$ cat src/sm4_block_cipher_ecb_cbc_unit_defines.svh
// Assertion macros for the SM4 cipher unit.
// Builds that define NO_ASSERTIONS get empty bodies.
`ifndef SM4_BLOCK_CIPHER_ECB_CBC_UNIT_DEFINES_SVH
`define SM4_BLOCK_CIPHER_ECB_CBC_UNIT_DEFINES_SVH

`ifndef NO_ASSERTIONS

// The consequent must hold in the same cycle as the antecedent.
`define SM4_ASSERT_IMPLY(lbl, ck, rs, ante, cons) \
  lbl: assert property (@(posedge ck) disable iff (rs) (ante) |-> (cons)) \
    else $error("SM4 unit: same-cycle check failed");

// The consequent must hold in the cycle after the antecedent.
`define SM4_ASSERT_NEXT(lbl, ck, rs, ante, cons) \
  lbl: assert property (@(posedge ck) disable iff (rs) (ante) |=> (cons)) \
    else $error("SM4 unit: next-cycle check failed");

`else

`define SM4_ASSERT_IMPLY(lbl, ck, rs, ante, cons)
`define SM4_ASSERT_NEXT(lbl, ck, rs, ante, cons)

`endif

`endif

$ cat src/sm4_pkg.sv
`default_nettype none

package sm4_pkg;

  // Round count and the index width of the round key store.
  localparam int ROUNDS = 32;
  localparam int RIDX_W = $clog2(ROUNDS);

  typedef logic [RIDX_W-1:0] ridx_t;

  // System parameter FK of the key schedule.
  localparam logic [31:0] FK0 = 32'ha3b1bac6;
  localparam logic [31:0] FK1 = 32'h56aa3350;
  localparam logic [31:0] FK2 = 32'h677d9197;
  localparam logic [31:0] FK3 = 32'hb27022dc;

  // Byte substitution table.
  localparam logic [7:0] SBOX [256] = '{
    8'hd6, 8'h90, 8'he9, 8'hfe, 8'hcc, 8'he1, 8'h3d, 8'hb7,
    8'h16, 8'hb6, 8'h14, 8'hc2, 8'h28, 8'hfb, 8'h2c, 8'h05,
    8'h2b, 8'h67, 8'h9a, 8'h76, 8'h2a, 8'hbe, 8'h04, 8'hc3,
    8'haa, 8'h44, 8'h13, 8'h26, 8'h49, 8'h86, 8'h06, 8'h99,
    8'h9c, 8'h42, 8'h50, 8'hf4, 8'h91, 8'hef, 8'h98, 8'h7a,
    8'h33, 8'h54, 8'h0b, 8'h43, 8'hed, 8'hcf, 8'hac, 8'h62,
    8'he4, 8'hb3, 8'h1c, 8'ha9, 8'hc9, 8'h08, 8'he8, 8'h95,
    8'h80, 8'hdf, 8'h94, 8'hfa, 8'h75, 8'h8f, 8'h3f, 8'ha6,
    8'h47, 8'h07, 8'ha7, 8'hfc, 8'hf3, 8'h73, 8'h17, 8'hba,
    8'h83, 8'h59, 8'h3c, 8'h19, 8'he6, 8'h85, 8'h4f, 8'ha8,
    8'h68, 8'h6b, 8'h81, 8'hb2, 8'h71, 8'h64, 8'hda, 8'h8b,
    8'hf8, 8'heb, 8'h0f, 8'h4b, 8'h70, 8'h56, 8'h9d, 8'h35,
    8'h1e, 8'h24, 8'h0e, 8'h5e, 8'h63, 8'h58, 8'hd1, 8'ha2,
    8'h25, 8'h22, 8'h7c, 8'h3b, 8'h01, 8'h21, 8'h78, 8'h87,
    8'hd4, 8'h00, 8'h46, 8'h57, 8'h9f, 8'hd3, 8'h27, 8'h52,
    8'h4c, 8'h36, 8'h02, 8'he7, 8'ha0, 8'hc4, 8'hc8, 8'h9e,
    8'hea, 8'hbf, 8'h8a, 8'hd2, 8'h40, 8'hc7, 8'h38, 8'hb5,
    8'ha3, 8'hf7, 8'hf2, 8'hce, 8'hf9, 8'h61, 8'h15, 8'ha1,
    8'he0, 8'hae, 8'h5d, 8'ha4, 8'h9b, 8'h34, 8'h1a, 8'h55,
    8'had, 8'h93, 8'h32, 8'h30, 8'hf5, 8'h8c, 8'hb1, 8'he3,
    8'h1d, 8'hf6, 8'he2, 8'h2e, 8'h82, 8'h66, 8'hca, 8'h60,
    8'hc0, 8'h29, 8'h23, 8'hab, 8'h0d, 8'h53, 8'h4e, 8'h6f,
    8'hd5, 8'hdb, 8'h37, 8'h45, 8'hde, 8'hfd, 8'h8e, 8'h2f,
    8'h03, 8'hff, 8'h6a, 8'h72, 8'h6d, 8'h6c, 8'h5b, 8'h51,
    8'h8d, 8'h1b, 8'haf, 8'h92, 8'hbb, 8'hdd, 8'hbc, 8'h7f,
    8'h11, 8'hd9, 8'h5c, 8'h41, 8'h1f, 8'h10, 8'h5a, 8'hd8,
    8'h0a, 8'hc1, 8'h31, 8'h88, 8'ha5, 8'hcd, 8'h7b, 8'hbd,
    8'h2d, 8'h74, 8'hd0, 8'h12, 8'hb8, 8'he5, 8'hb4, 8'hb0,
    8'h89, 8'h69, 8'h97, 8'h4a, 8'h0c, 8'h96, 8'h77, 8'h7e,
    8'h65, 8'hb9, 8'hf1, 8'h09, 8'hc5, 8'h6e, 8'hc6, 8'h84,
    8'h18, 8'hf0, 8'h7d, 8'hec, 8'h3a, 8'hdc, 8'h4d, 8'h20,
    8'h79, 8'hee, 8'h5f, 8'h3e, 8'hd7, 8'hcb, 8'h39, 8'h48
  };

  // One input item.
  typedef struct packed {
    logic [63:0] block_high;
    logic [63:0] block_low;
    logic        first_block;
    logic        last_block;
  } blk_item_t;

  // One result item.
  typedef struct packed {
    logic [63:0] result_high;
    logic [63:0] result_low;
    logic        last_out;
  } res_item_t;

  // Commands from the controller to the datapath.
  typedef struct packed {
    logic  start;    // load an accepted item
    logic  round;    // run one cipher round
    logic  finish;   // move the cipher state to the result register
    logic  kload;    // load the key schedule words from the key registers
    logic  kstep;    // run one key schedule round and store its round key
    ridx_t kidx;     // key schedule round number
    ridx_t rk_addr;  // round key read address for the next cycle
  } dp_cmd_t;

  // Status from the datapath to the controller.
  typedef struct packed {
    logic res_valid;
  } dp_status_t;

  // Four parallel table lookups.
  function automatic logic [31:0] subst_word(input logic [31:0] a);
    return {SBOX[a[31:24]], SBOX[a[23:16]], SBOX[a[15:8]], SBOX[a[7:0]]};
  endfunction

  // Round transform of the cipher: rotations by 2, 10, 18 and 24.
  function automatic logic [31:0] t_cipher(input logic [31:0] z);
    logic [31:0] b;
    b = subst_word(z);
    return b ^ {b[29:0], b[31:30]} ^ {b[21:0], b[31:22]}
             ^ {b[13:0], b[31:14]} ^ {b[7:0], b[31:8]};
  endfunction

  // Round transform of the key schedule: rotations by 13 and 23.
  function automatic logic [31:0] t_key(input logic [31:0] z);
    logic [31:0] b;
    b = subst_word(z);
    return b ^ {b[18:0], b[31:19]} ^ {b[8:0], b[31:9]};
  endfunction

  // CK word i: byte j is (4*i + j) * 7 modulo 256.
  function automatic logic [31:0] ck_word(input ridx_t i);
    logic [31:0] w;
    logic [7:0]  v;
    w = '0;
    for (int j = 0; j < 4; j++) begin
      v = {1'b0, i, 2'(j)};
      w[31-8*j -: 8] = {v[4:0], 3'b000} - v;
    end
    return w;
  endfunction

endpackage

`default_nettype wire

$ cat src/sm4_ctrl.sv
`default_nettype none

module sm4_ctrl (
  input  logic                clk,
  input  logic                rst,
  input  logic                blk_valid,
  input  logic                res_stall,
  input  logic                key_write,
  input  logic                dec,
  input  sm4_pkg::dp_status_t status,
  output logic                blk_stall,
  output sm4_pkg::dp_cmd_t    cmd
);

  typedef enum logic [4:0] {
    ST_KLOAD = 5'b00001,
    ST_KEXP  = 5'b00010,
    ST_IDLE  = 5'b00100,
    ST_ROUND = 5'b01000,
    ST_DONE  = 5'b10000
  } state_t;

  localparam sm4_pkg::ridx_t LAST = sm4_pkg::ridx_t'(sm4_pkg::ROUNDS - 1);
  localparam sm4_pkg::ridx_t ONE  = sm4_pkg::ridx_t'(1);

  state_t         state, state_next;
  sm4_pkg::ridx_t cnt, cnt_next;
  logic           out_free;

  // The result register can take a new result when empty or being drained.
  assign out_free  = !status.res_valid || !res_stall;
  assign blk_stall = (state != ST_IDLE);

  // Next state and datapath commands.
  always_comb begin
    state_next  = state;
    cnt_next    = cnt;
    cmd         = '0;
    cmd.kidx    = cnt;
    cmd.rk_addr = dec ? LAST : '0;
    case (state)
      ST_KLOAD: begin
        cmd.kload  = 1'b1;
        cnt_next   = '0;
        state_next = ST_KEXP;
      end
      ST_KEXP: begin
        cmd.kstep = 1'b1;
        cnt_next  = cnt + ONE;
        if (cnt == LAST) begin
          state_next = ST_IDLE;
        end
      end
      ST_IDLE: begin
        if (blk_valid) begin
          cmd.start  = 1'b1;
          cnt_next   = '0;
          state_next = ST_ROUND;
        end
      end
      ST_ROUND: begin
        cmd.round = 1'b1;
        // Fetch the key of the following round ahead of time through the registered read port.
        cmd.rk_addr = dec ? (LAST - cnt - ONE) : (cnt + ONE);
        cnt_next    = cnt + ONE;
        if (cnt == LAST) begin
          state_next = ST_DONE;
        end
      end
      ST_DONE: begin
        if (out_free) begin
          cmd.finish = 1'b1;
          state_next = ST_IDLE;
        end
      end
      default: begin
        state_next = ST_KLOAD;
      end
    endcase
    // A new key restarts the key schedule.
    if (key_write) begin
      state_next = ST_KLOAD;
    end
  end

  // State and round counter.
  always_ff @(posedge clk) begin
    if (rst) begin
      state <= ST_KLOAD;
      cnt   <= '0;
    end else begin
      state <= state_next;
      cnt   <= cnt_next;
    end
  end

endmodule

`default_nettype wire

$ cat src/sm4_dp.sv
`default_nettype none

module sm4_dp (
  input  logic                 clk,
  input  logic                 rst,
  input  sm4_pkg::dp_cmd_t     cmd,
  input  sm4_pkg::blk_item_t   blk,
  input  logic                 res_stall,
  input  logic [63:0]          key_high,
  input  logic [63:0]          key_low,
  input  logic [63:0]          iv_high,
  input  logic [63:0]          iv_low,
  input  logic                 dec,
  input  logic                 cbc,
  output logic                 res_valid,
  output sm4_pkg::res_item_t   res,
  output sm4_pkg::dp_status_t  status
);

  // Round key store, written by the key schedule and read once per round.
  logic [31:0]  rk_mem [sm4_pkg::ROUNDS];
  logic [31:0]  rk_rdata;

  // Key schedule words and cipher state words.
  logic [31:0]  k0, k1, k2, k3;
  logic [31:0]  x0, x1, x2, x3;
  logic [31:0]  k_new, x_new;

  // Chaining block and per-item control kept for the end of the item.
  logic [127:0] chain;
  logic [127:0] chain_eff;
  logic [127:0] post_xor;
  logic [127:0] blk_word;
  logic [127:0] cipher_in;
  logic [127:0] result;
  logic         enc_chain;
  logic         last_flag;

  assign k_new = k0 ^ sm4_pkg::t_key(k1 ^ k2 ^ k3 ^ sm4_pkg::ck_word(cmd.kidx));
  assign x_new = x0 ^ sm4_pkg::t_cipher(x1 ^ x2 ^ x3 ^ rk_rdata);

  // A first block takes its chaining value from the IV registers.
  assign blk_word  = {blk.block_high, blk.block_low};
  assign chain_eff = blk.first_block ? {iv_high, iv_low} : chain;
  assign cipher_in = (cbc && !dec) ? (blk_word ^ chain_eff) : blk_word;

  // The final state is read out in reverse word order.
  assign result = {x3, x2, x1, x0} ^ post_xor;

  assign status.res_valid = res_valid;

  // Round key store with a registered read port.
  always_ff @(posedge clk) begin
    if (cmd.kstep) begin
      rk_mem[cmd.kidx] <= k_new;
    end
    rk_rdata <= rk_mem[cmd.rk_addr];
  end

  // Key schedule word shifter.
  always_ff @(posedge clk) begin
    if (cmd.kload) begin
      k0 <= key_high[63:32] ^ sm4_pkg::FK0;
      k1 <= key_high[31:0]  ^ sm4_pkg::FK1;
      k2 <= key_low[63:32]  ^ sm4_pkg::FK2;
      k3 <= key_low[31:0]   ^ sm4_pkg::FK3;
    end else if (cmd.kstep) begin
      k0 <= k1;
      k1 <= k2;
      k2 <= k3;
      k3 <= k_new;
    end
  end

  // Cipher state: loaded from the item, then one round per cycle.
  always_ff @(posedge clk) begin
    if (cmd.start) begin
      x0        <= cipher_in[127:96];
      x1        <= cipher_in[95:64];
      x2        <= cipher_in[63:32];
      x3        <= cipher_in[31:0];
      post_xor  <= (cbc && dec) ? chain_eff : '0;
      enc_chain <= cbc && !dec;
      last_flag <= blk.last_block;
    end else if (cmd.round) begin
      x0 <= x1;
      x1 <= x2;
      x2 <= x3;
      x3 <= x_new;
    end
  end

  // Chaining block: CBC decryption keeps the input, CBC encryption the output; else a first block loads the IV.
  always_ff @(posedge clk) begin
    if (rst) begin
      chain <= '0;
    end else if (cmd.start) begin
      if (cbc && dec) begin
        chain <= blk_word;
      end else if (blk.first_block) begin
        chain <= {iv_high, iv_low};
      end
    end else if (cmd.finish && enc_chain) begin
      chain <= result;
    end
  end

  // Result register.
  always_ff @(posedge clk) begin
    if (rst) begin
      res_valid <= 1'b0;
    end else if (cmd.finish) begin
      res_valid <= 1'b1;
    end else if (!res_stall) begin
      res_valid <= 1'b0;
    end
  end

  always_ff @(posedge clk) begin
    if (cmd.finish) begin
      res.result_high <= result[127:64];
      res.result_low  <= result[63:0];
      res.last_out    <= last_flag;
    end
  end

endmodule

`default_nettype wire

$ cat src/sm4_block_cipher_ecb_cbc_unit.sv
`default_nettype none

// Channel  | Handshake            | Payload
// ---------+----------------------+--------------------------------------------
// blk      | blk_valid, blk_stall | block_high, block_low, first_block, last_block
// res      | res_valid, res_stall | result_high, result_low, last_out
// config   | APB, 64-bit data     | key, IV, decrypt_mode, chaining_mode at 8*i
//
// An item is loaded, runs 32 rounds through the single round unit with a key
// read from the round key store each cycle, and is then written to the result
// register. A key write, and reset, run the key schedule: a load and 32 rounds,
// during which blk_stall is high. A result waiting on res_stall does not hold
// up the next item until that item is finished.

`include "sm4_block_cipher_ecb_cbc_unit_defines.svh"

module sm4_block_cipher_ecb_cbc_unit (
  input  logic                clk,
  input  logic                rst,
  // Input items
  input  logic                blk_valid,
  output logic                blk_stall,
  input  sm4_pkg::blk_item_t  blk,
  // Result items
  output logic                res_valid,
  input  logic                res_stall,
  output sm4_pkg::res_item_t  res,
  // Configuration
  input  logic                psel,
  input  logic                penable,
  input  logic                pwrite,
  input  logic [5:0]          paddr,
  input  logic [63:0]         pwdata,
  output logic [63:0]         prdata,
  output logic                pready
);

  localparam logic [2:0] REG_KEY_HIGH      = 3'd0;
  localparam logic [2:0] REG_KEY_LOW       = 3'd1;
  localparam logic [2:0] REG_IV_HIGH       = 3'd2;
  localparam logic [2:0] REG_IV_LOW        = 3'd3;
  localparam logic [2:0] REG_DECRYPT_MODE  = 3'd4;
  localparam logic [2:0] REG_CHAINING_MODE = 3'd5;

  logic [63:0]         key_high, key_low, iv_high, iv_low;
  logic                decrypt_mode, chaining_mode;
  logic [2:0]          reg_idx;
  logic                wr_en;
  logic                key_write;
  sm4_pkg::dp_cmd_t    cmd;
  sm4_pkg::dp_status_t status;

  assign pready    = 1'b1;
  assign reg_idx   = paddr[5:3];
  assign wr_en     = psel && penable && pwrite && pready;
  assign key_write = wr_en && (reg_idx == REG_KEY_HIGH || reg_idx == REG_KEY_LOW);

  // Configuration registers.
  always_ff @(posedge clk) begin
    if (rst) begin
      key_high      <= '0;
      key_low       <= '0;
      iv_high       <= '0;
      iv_low        <= '0;
      decrypt_mode  <= 1'b0;
      chaining_mode <= 1'b0;
    end else if (wr_en) begin
      case (reg_idx)
        REG_KEY_HIGH:      key_high      <= pwdata;
        REG_KEY_LOW:       key_low       <= pwdata;
        REG_IV_HIGH:       iv_high       <= pwdata;
        REG_IV_LOW:        iv_low        <= pwdata;
        REG_DECRYPT_MODE:  decrypt_mode  <= pwdata[0];
        REG_CHAINING_MODE: chaining_mode <= pwdata[0];
        default: begin
        end
      endcase
    end
  end

  // Register read back.
  always_comb begin
    case (reg_idx)
      REG_KEY_HIGH:      prdata = key_high;
      REG_KEY_LOW:       prdata = key_low;
      REG_IV_HIGH:       prdata = iv_high;
      REG_IV_LOW:        prdata = iv_low;
      REG_DECRYPT_MODE:  prdata = {63'd0, decrypt_mode};
      REG_CHAINING_MODE: prdata = {63'd0, chaining_mode};
      default:           prdata = '0;
    endcase
  end

  // Sequencer.
  sm4_ctrl u_ctrl (
    .clk       (clk),
    .rst       (rst),
    .blk_valid (blk_valid),
    .res_stall (res_stall),
    .key_write (key_write),
    .dec       (decrypt_mode),
    .status    (status),
    .blk_stall (blk_stall),
    .cmd       (cmd)
  );

  // Key schedule, round unit, chaining and result register.
  sm4_dp u_dp (
    .clk       (clk),
    .rst       (rst),
    .cmd       (cmd),
    .blk       (blk),
    .res_stall (res_stall),
    .key_high  (key_high),
    .key_low   (key_low),
    .iv_high   (iv_high),
    .iv_low    (iv_low),
    .dec       (decrypt_mode),
    .cbc       (chaining_mode),
    .res_valid (res_valid),
    .res       (res),
    .status    (status)
  );

  // A new key blocks input while the schedule is rebuilt.
  `SM4_ASSERT_NEXT(a_key_write_stalls, clk, rst, key_write, blk_stall)
  // The engine takes one item at a time.
  `SM4_ASSERT_NEXT(a_accept_then_busy, clk, rst, blk_valid && !blk_stall, blk_stall)
  // A result appears only after the sequencer finished an item.
  `SM4_ASSERT_IMPLY(a_result_from_finish, clk, rst, $rose(res_valid), $past(cmd.finish))

endmodule

`default_nettype wire

$ cat config.mk
export PLATFORM = sky130hd
export DESIGN_NAME = sm4_block_cipher_ecb_cbc_unit
export DESIGN_NICKNAME = d
export VERILOG_FILES = /design/src/sm4_pkg.sv /design/src/sm4_ctrl.sv /design/src/sm4_dp.sv /design/src/sm4_block_cipher_ecb_cbc_unit.sv
export VERILOG_INCLUDE_DIRS = /design/src /design/src/src
export SDC_FILE = /design/constraint.sdc
export NUM_CORES = 2
export LEC_CHECK = 0
export BUFFER_PORTS_ARGS = -buffer_cell sky130_fd_sc_hd__buf_4
export CORE_MARGIN = 1.5
export CORE_UTILIZATION = 50
export CTS_BUF_LIST = sky130_fd_sc_hd__clkbuf_16
export DETAILED_ROUTE_END_ITERATION = 8
export PLACE_DENSITY = 0.69
export SYNTH_ARGS = -nofsm -noshare
export SYNTH_HDL_FRONTEND = slang
export SYNTH_SLANG_ARGS = --single-unit
$ cat constraint.sdc
create_clock -name clk -period 9.25 [get_ports clk]
set_input_delay 1.3875 -clock clk [delete_from_list [all_inputs] [get_ports clk]]
set_output_delay 1.3875 -clock clk [all_outputs]
set_load 0.02 [all_outputs]
==> metrics <==
fill cell count around 18000; GRT Total Usage 0.414; ys flop type edfxtp_1; initial DRC count around 15000; nets approximately 11000; CP Launch Type flop; Worst Skew roughly 0.11 ns; dpl hpwl 313000 µm; CP max stage delay approximately 0.99 ns; Wirelength per Cell around 34 µm; Slowest-stage cell, CP a311oi_2; routing usage on met2 0.622; most instantiated cells after synthesis nand2_1 (1578), edfxtp_1 (1539), nor2_1 (1160); status finished, final reports clean; WP data arrival ~7.5 ns; Reg-to-Reg Start u_ctrl.cnt[1]; cell area after synthesis ~110000 µm²; pre-CTS setup slack 2.78 ns; worst hold path class reg -> reg; Hold Buf Count CTS 0; met1 usage 0.537; Synth Instances approximately 11000; Root Driver clkbuf_16; Unique masters post-synth about 100; Sink Count 1968; Cell Count, Final, Fillers Out approximately 14000; Max Clk Rate around 0.14 GHz; RD Place Congestion a little over 1; family with the most delay on the worst path XOR/XNOR gates; number of CTS-inserted buffers 198; leading area contributor after synthesis edfxtp_1; #FFs+latches synth roughly 2000; Post-synth EDFFs about 1500; largest net degree at the start of global routing 217; number of synthesis warnings 0; clock latency on the worst-skew pair 0.91 ns; Layout area overhead 12.1%; post-synth top area share 0.418; final WL between 400000 and 500000 µm; H-tree Lvls 4; drt via density 6.97; GRT Max-Usage Layer met2; io pins approximately 400; Initial Util 0.503; CTS tree built; RSZ-0062 raised after global routing false; nature of the critical path endpoint flop; Post-Syn Area per Cell between 10 and 15 µm²; total number of vias approximately 97000; die area between 200000 and 250000 µm²; Mapped Nets 11200; CTS clk-pin slew, worst paths 0.07 ns; grt met3 use 0.0931; most numerous cell in the Yosys netlist nand2_1; cells traversed along the worst timing path inv_1 > ha_1 > xnor2_1 > xor2_4 > nand2_1 > o21ai_0 > a2111oi_0 > a311oi_2 > xor2_1 > xnor2_1 > xnor2_2 > buf_4 > mux2_2; Relative slew margins 0.0459; Tmin final roughly 7 ns; crit path max fanout 33; placed cell area ~120000 µm²; crit path from u_ctrl.cnt[1]; initial antenna violation count 66; Routed Antenna Nets 0; number of setup buffers added after CTS 0; register area share after synthesis 0.496; maxcap violations 0; Total Neg Setup Slack 0 ns; Final WS setup 2.33 ns; crit-path most repeated cell xnor2_1; Critical Path RT between 9 and 10 ns; total core area roughly 220000 µm²; first-pass GRT wire length slightly below 700000 µm; FP Rows around 170; final hold vios 0; WP buf/inv 2; post_cts resized 0; first-pass iteration count of the detailed router 9; die width 473 µm; Synth area leaders edfxtp_1 (42%), dfxtp_1 (7.8%), mux4_2 (5.9%); PortBufs 398; fin area ~120000 µm²; Pins Over Slew Limit 0; fraction of layout cells with a size suffix above 1 0.144; Clock Tree Buf Depth 3; vias in the first global route roughly 91000; measured slew at the worst slew-check pin roughly 1.4 ns; Placed Cells between 10000 and 15000; Worst Path Class, Setup reg -> reg; fraction of registers with async set or reset after synthesis 0; Final setup viols 0; Die Span Y 473 µm; Post-route DRC 0; gr ovfl total 0; Hold Startpoint u_dp.last_flag; period utilisation layout 0.748
## placed cells by master (no fill, tap or decap), types with 166 or more instances in the layout
cell	instances
nand2_1	1569
edfxtp_1	1539
nor2_1	1127
a21oi_1	919
buf_4	724
o21ai_0	517
dfxtp_1	429
a211oi_1	374
xnor2_1	325
nand3_1	308
mux4_2	290
xor2_1	255
mux2i_1	207
clkbuf_16	199
nor3_1	166
## worst paths after layout
path / endpoint / slack (ns) / cells past startpoint
min: u_dp.res[0] / 0.46 / 0
max reg2reg: u_dp.k3[15] / 2.33 / 13
max: u_dp.k3[15] / 2.33 / 13
min reg2reg: u_dp.res[0] / 0.46 / 0
## worst register-to-register path, delay by kind of cell (launching register included)
family	cells	cell delay, ns
adder cells (fa/ha/maj)	1	0.54
flip-flops	1	0.90
XOR/XNOR	5	2.01
AO/OA/AOI/OAI	3	1.55
buffers and inverters	2	0.60
multiplexers	1	0.33
AND/OR/NAND/NOR	1	0.64
## area by class of cell
cell class | instances | area, µm² | share of cell area
antenna | 39 | 97.6 | 0.000788
clock buffer | 199 | 4980 | 0.0402
clock inverter | 170 | 1410 | 0.0114
inverter | 60 | 234 | 0.00189
multi-input combinational | 7842 | 52900 | 0.427
sequential | 1968 | 54800 | 0.442
tap | 2958 | 3700 | 0.0299
timing repair buffer | 740 | 5740 | 0.0464
## cells by family (layout without fill, tap and decap cells)
group | Yosys count | after routing | synth area share
buf+inv | 1056 | 1169 | 0.0393
other cells | 1 | 40 | 0.0000339
mux | 525 | 525 | 0.0810
xor+xnor | 725 | 725 | 0.0615
compound gates | 3070 | 3070 | 0.185
flops | 1968 | 1968 | 0.496
fa+ha+maj | 82 | 82 | 0.00931
simple gates | 3439 | 3439 | 0.128
## flip-flops by register name (all words and copies together) (netlist names), 32 cells and up
register,cells
iv_high,64
iv_low,64
key_high,64
key_low,64
u_dp.chain,128
u_dp.k0,32
u_dp.k1,32
u_dp.k2,32
u_dp.k3,32
u_dp.post_xor,128
u_dp.res,129
u_dp.rk_mem,1024
u_dp.rk_rdata,32
u_dp.x0,32
u_dp.x1,32
u_dp.x2,32
u_dp.x3,32
## layer usage
metal  routed length [µm]  up-vias
met5                  199        -
met4                38200       34
met3                54500     1349
met2               210000     7140
met1               173000    48200
li1                     -    40700
## per-stage QoR
step	utilization	hold slack [ns]
final	0.564	0.460
after global routing	0.564	0.446
after CTS	0.563	0.445
after detailed placement	0.534	0.430
after global placement	0.534	0.403
after floorplan	-	0.400
Power is left out: the tool's default activity adds up to more than one toggle a clock period on the data nets, which glitch-free logic cannot reach.
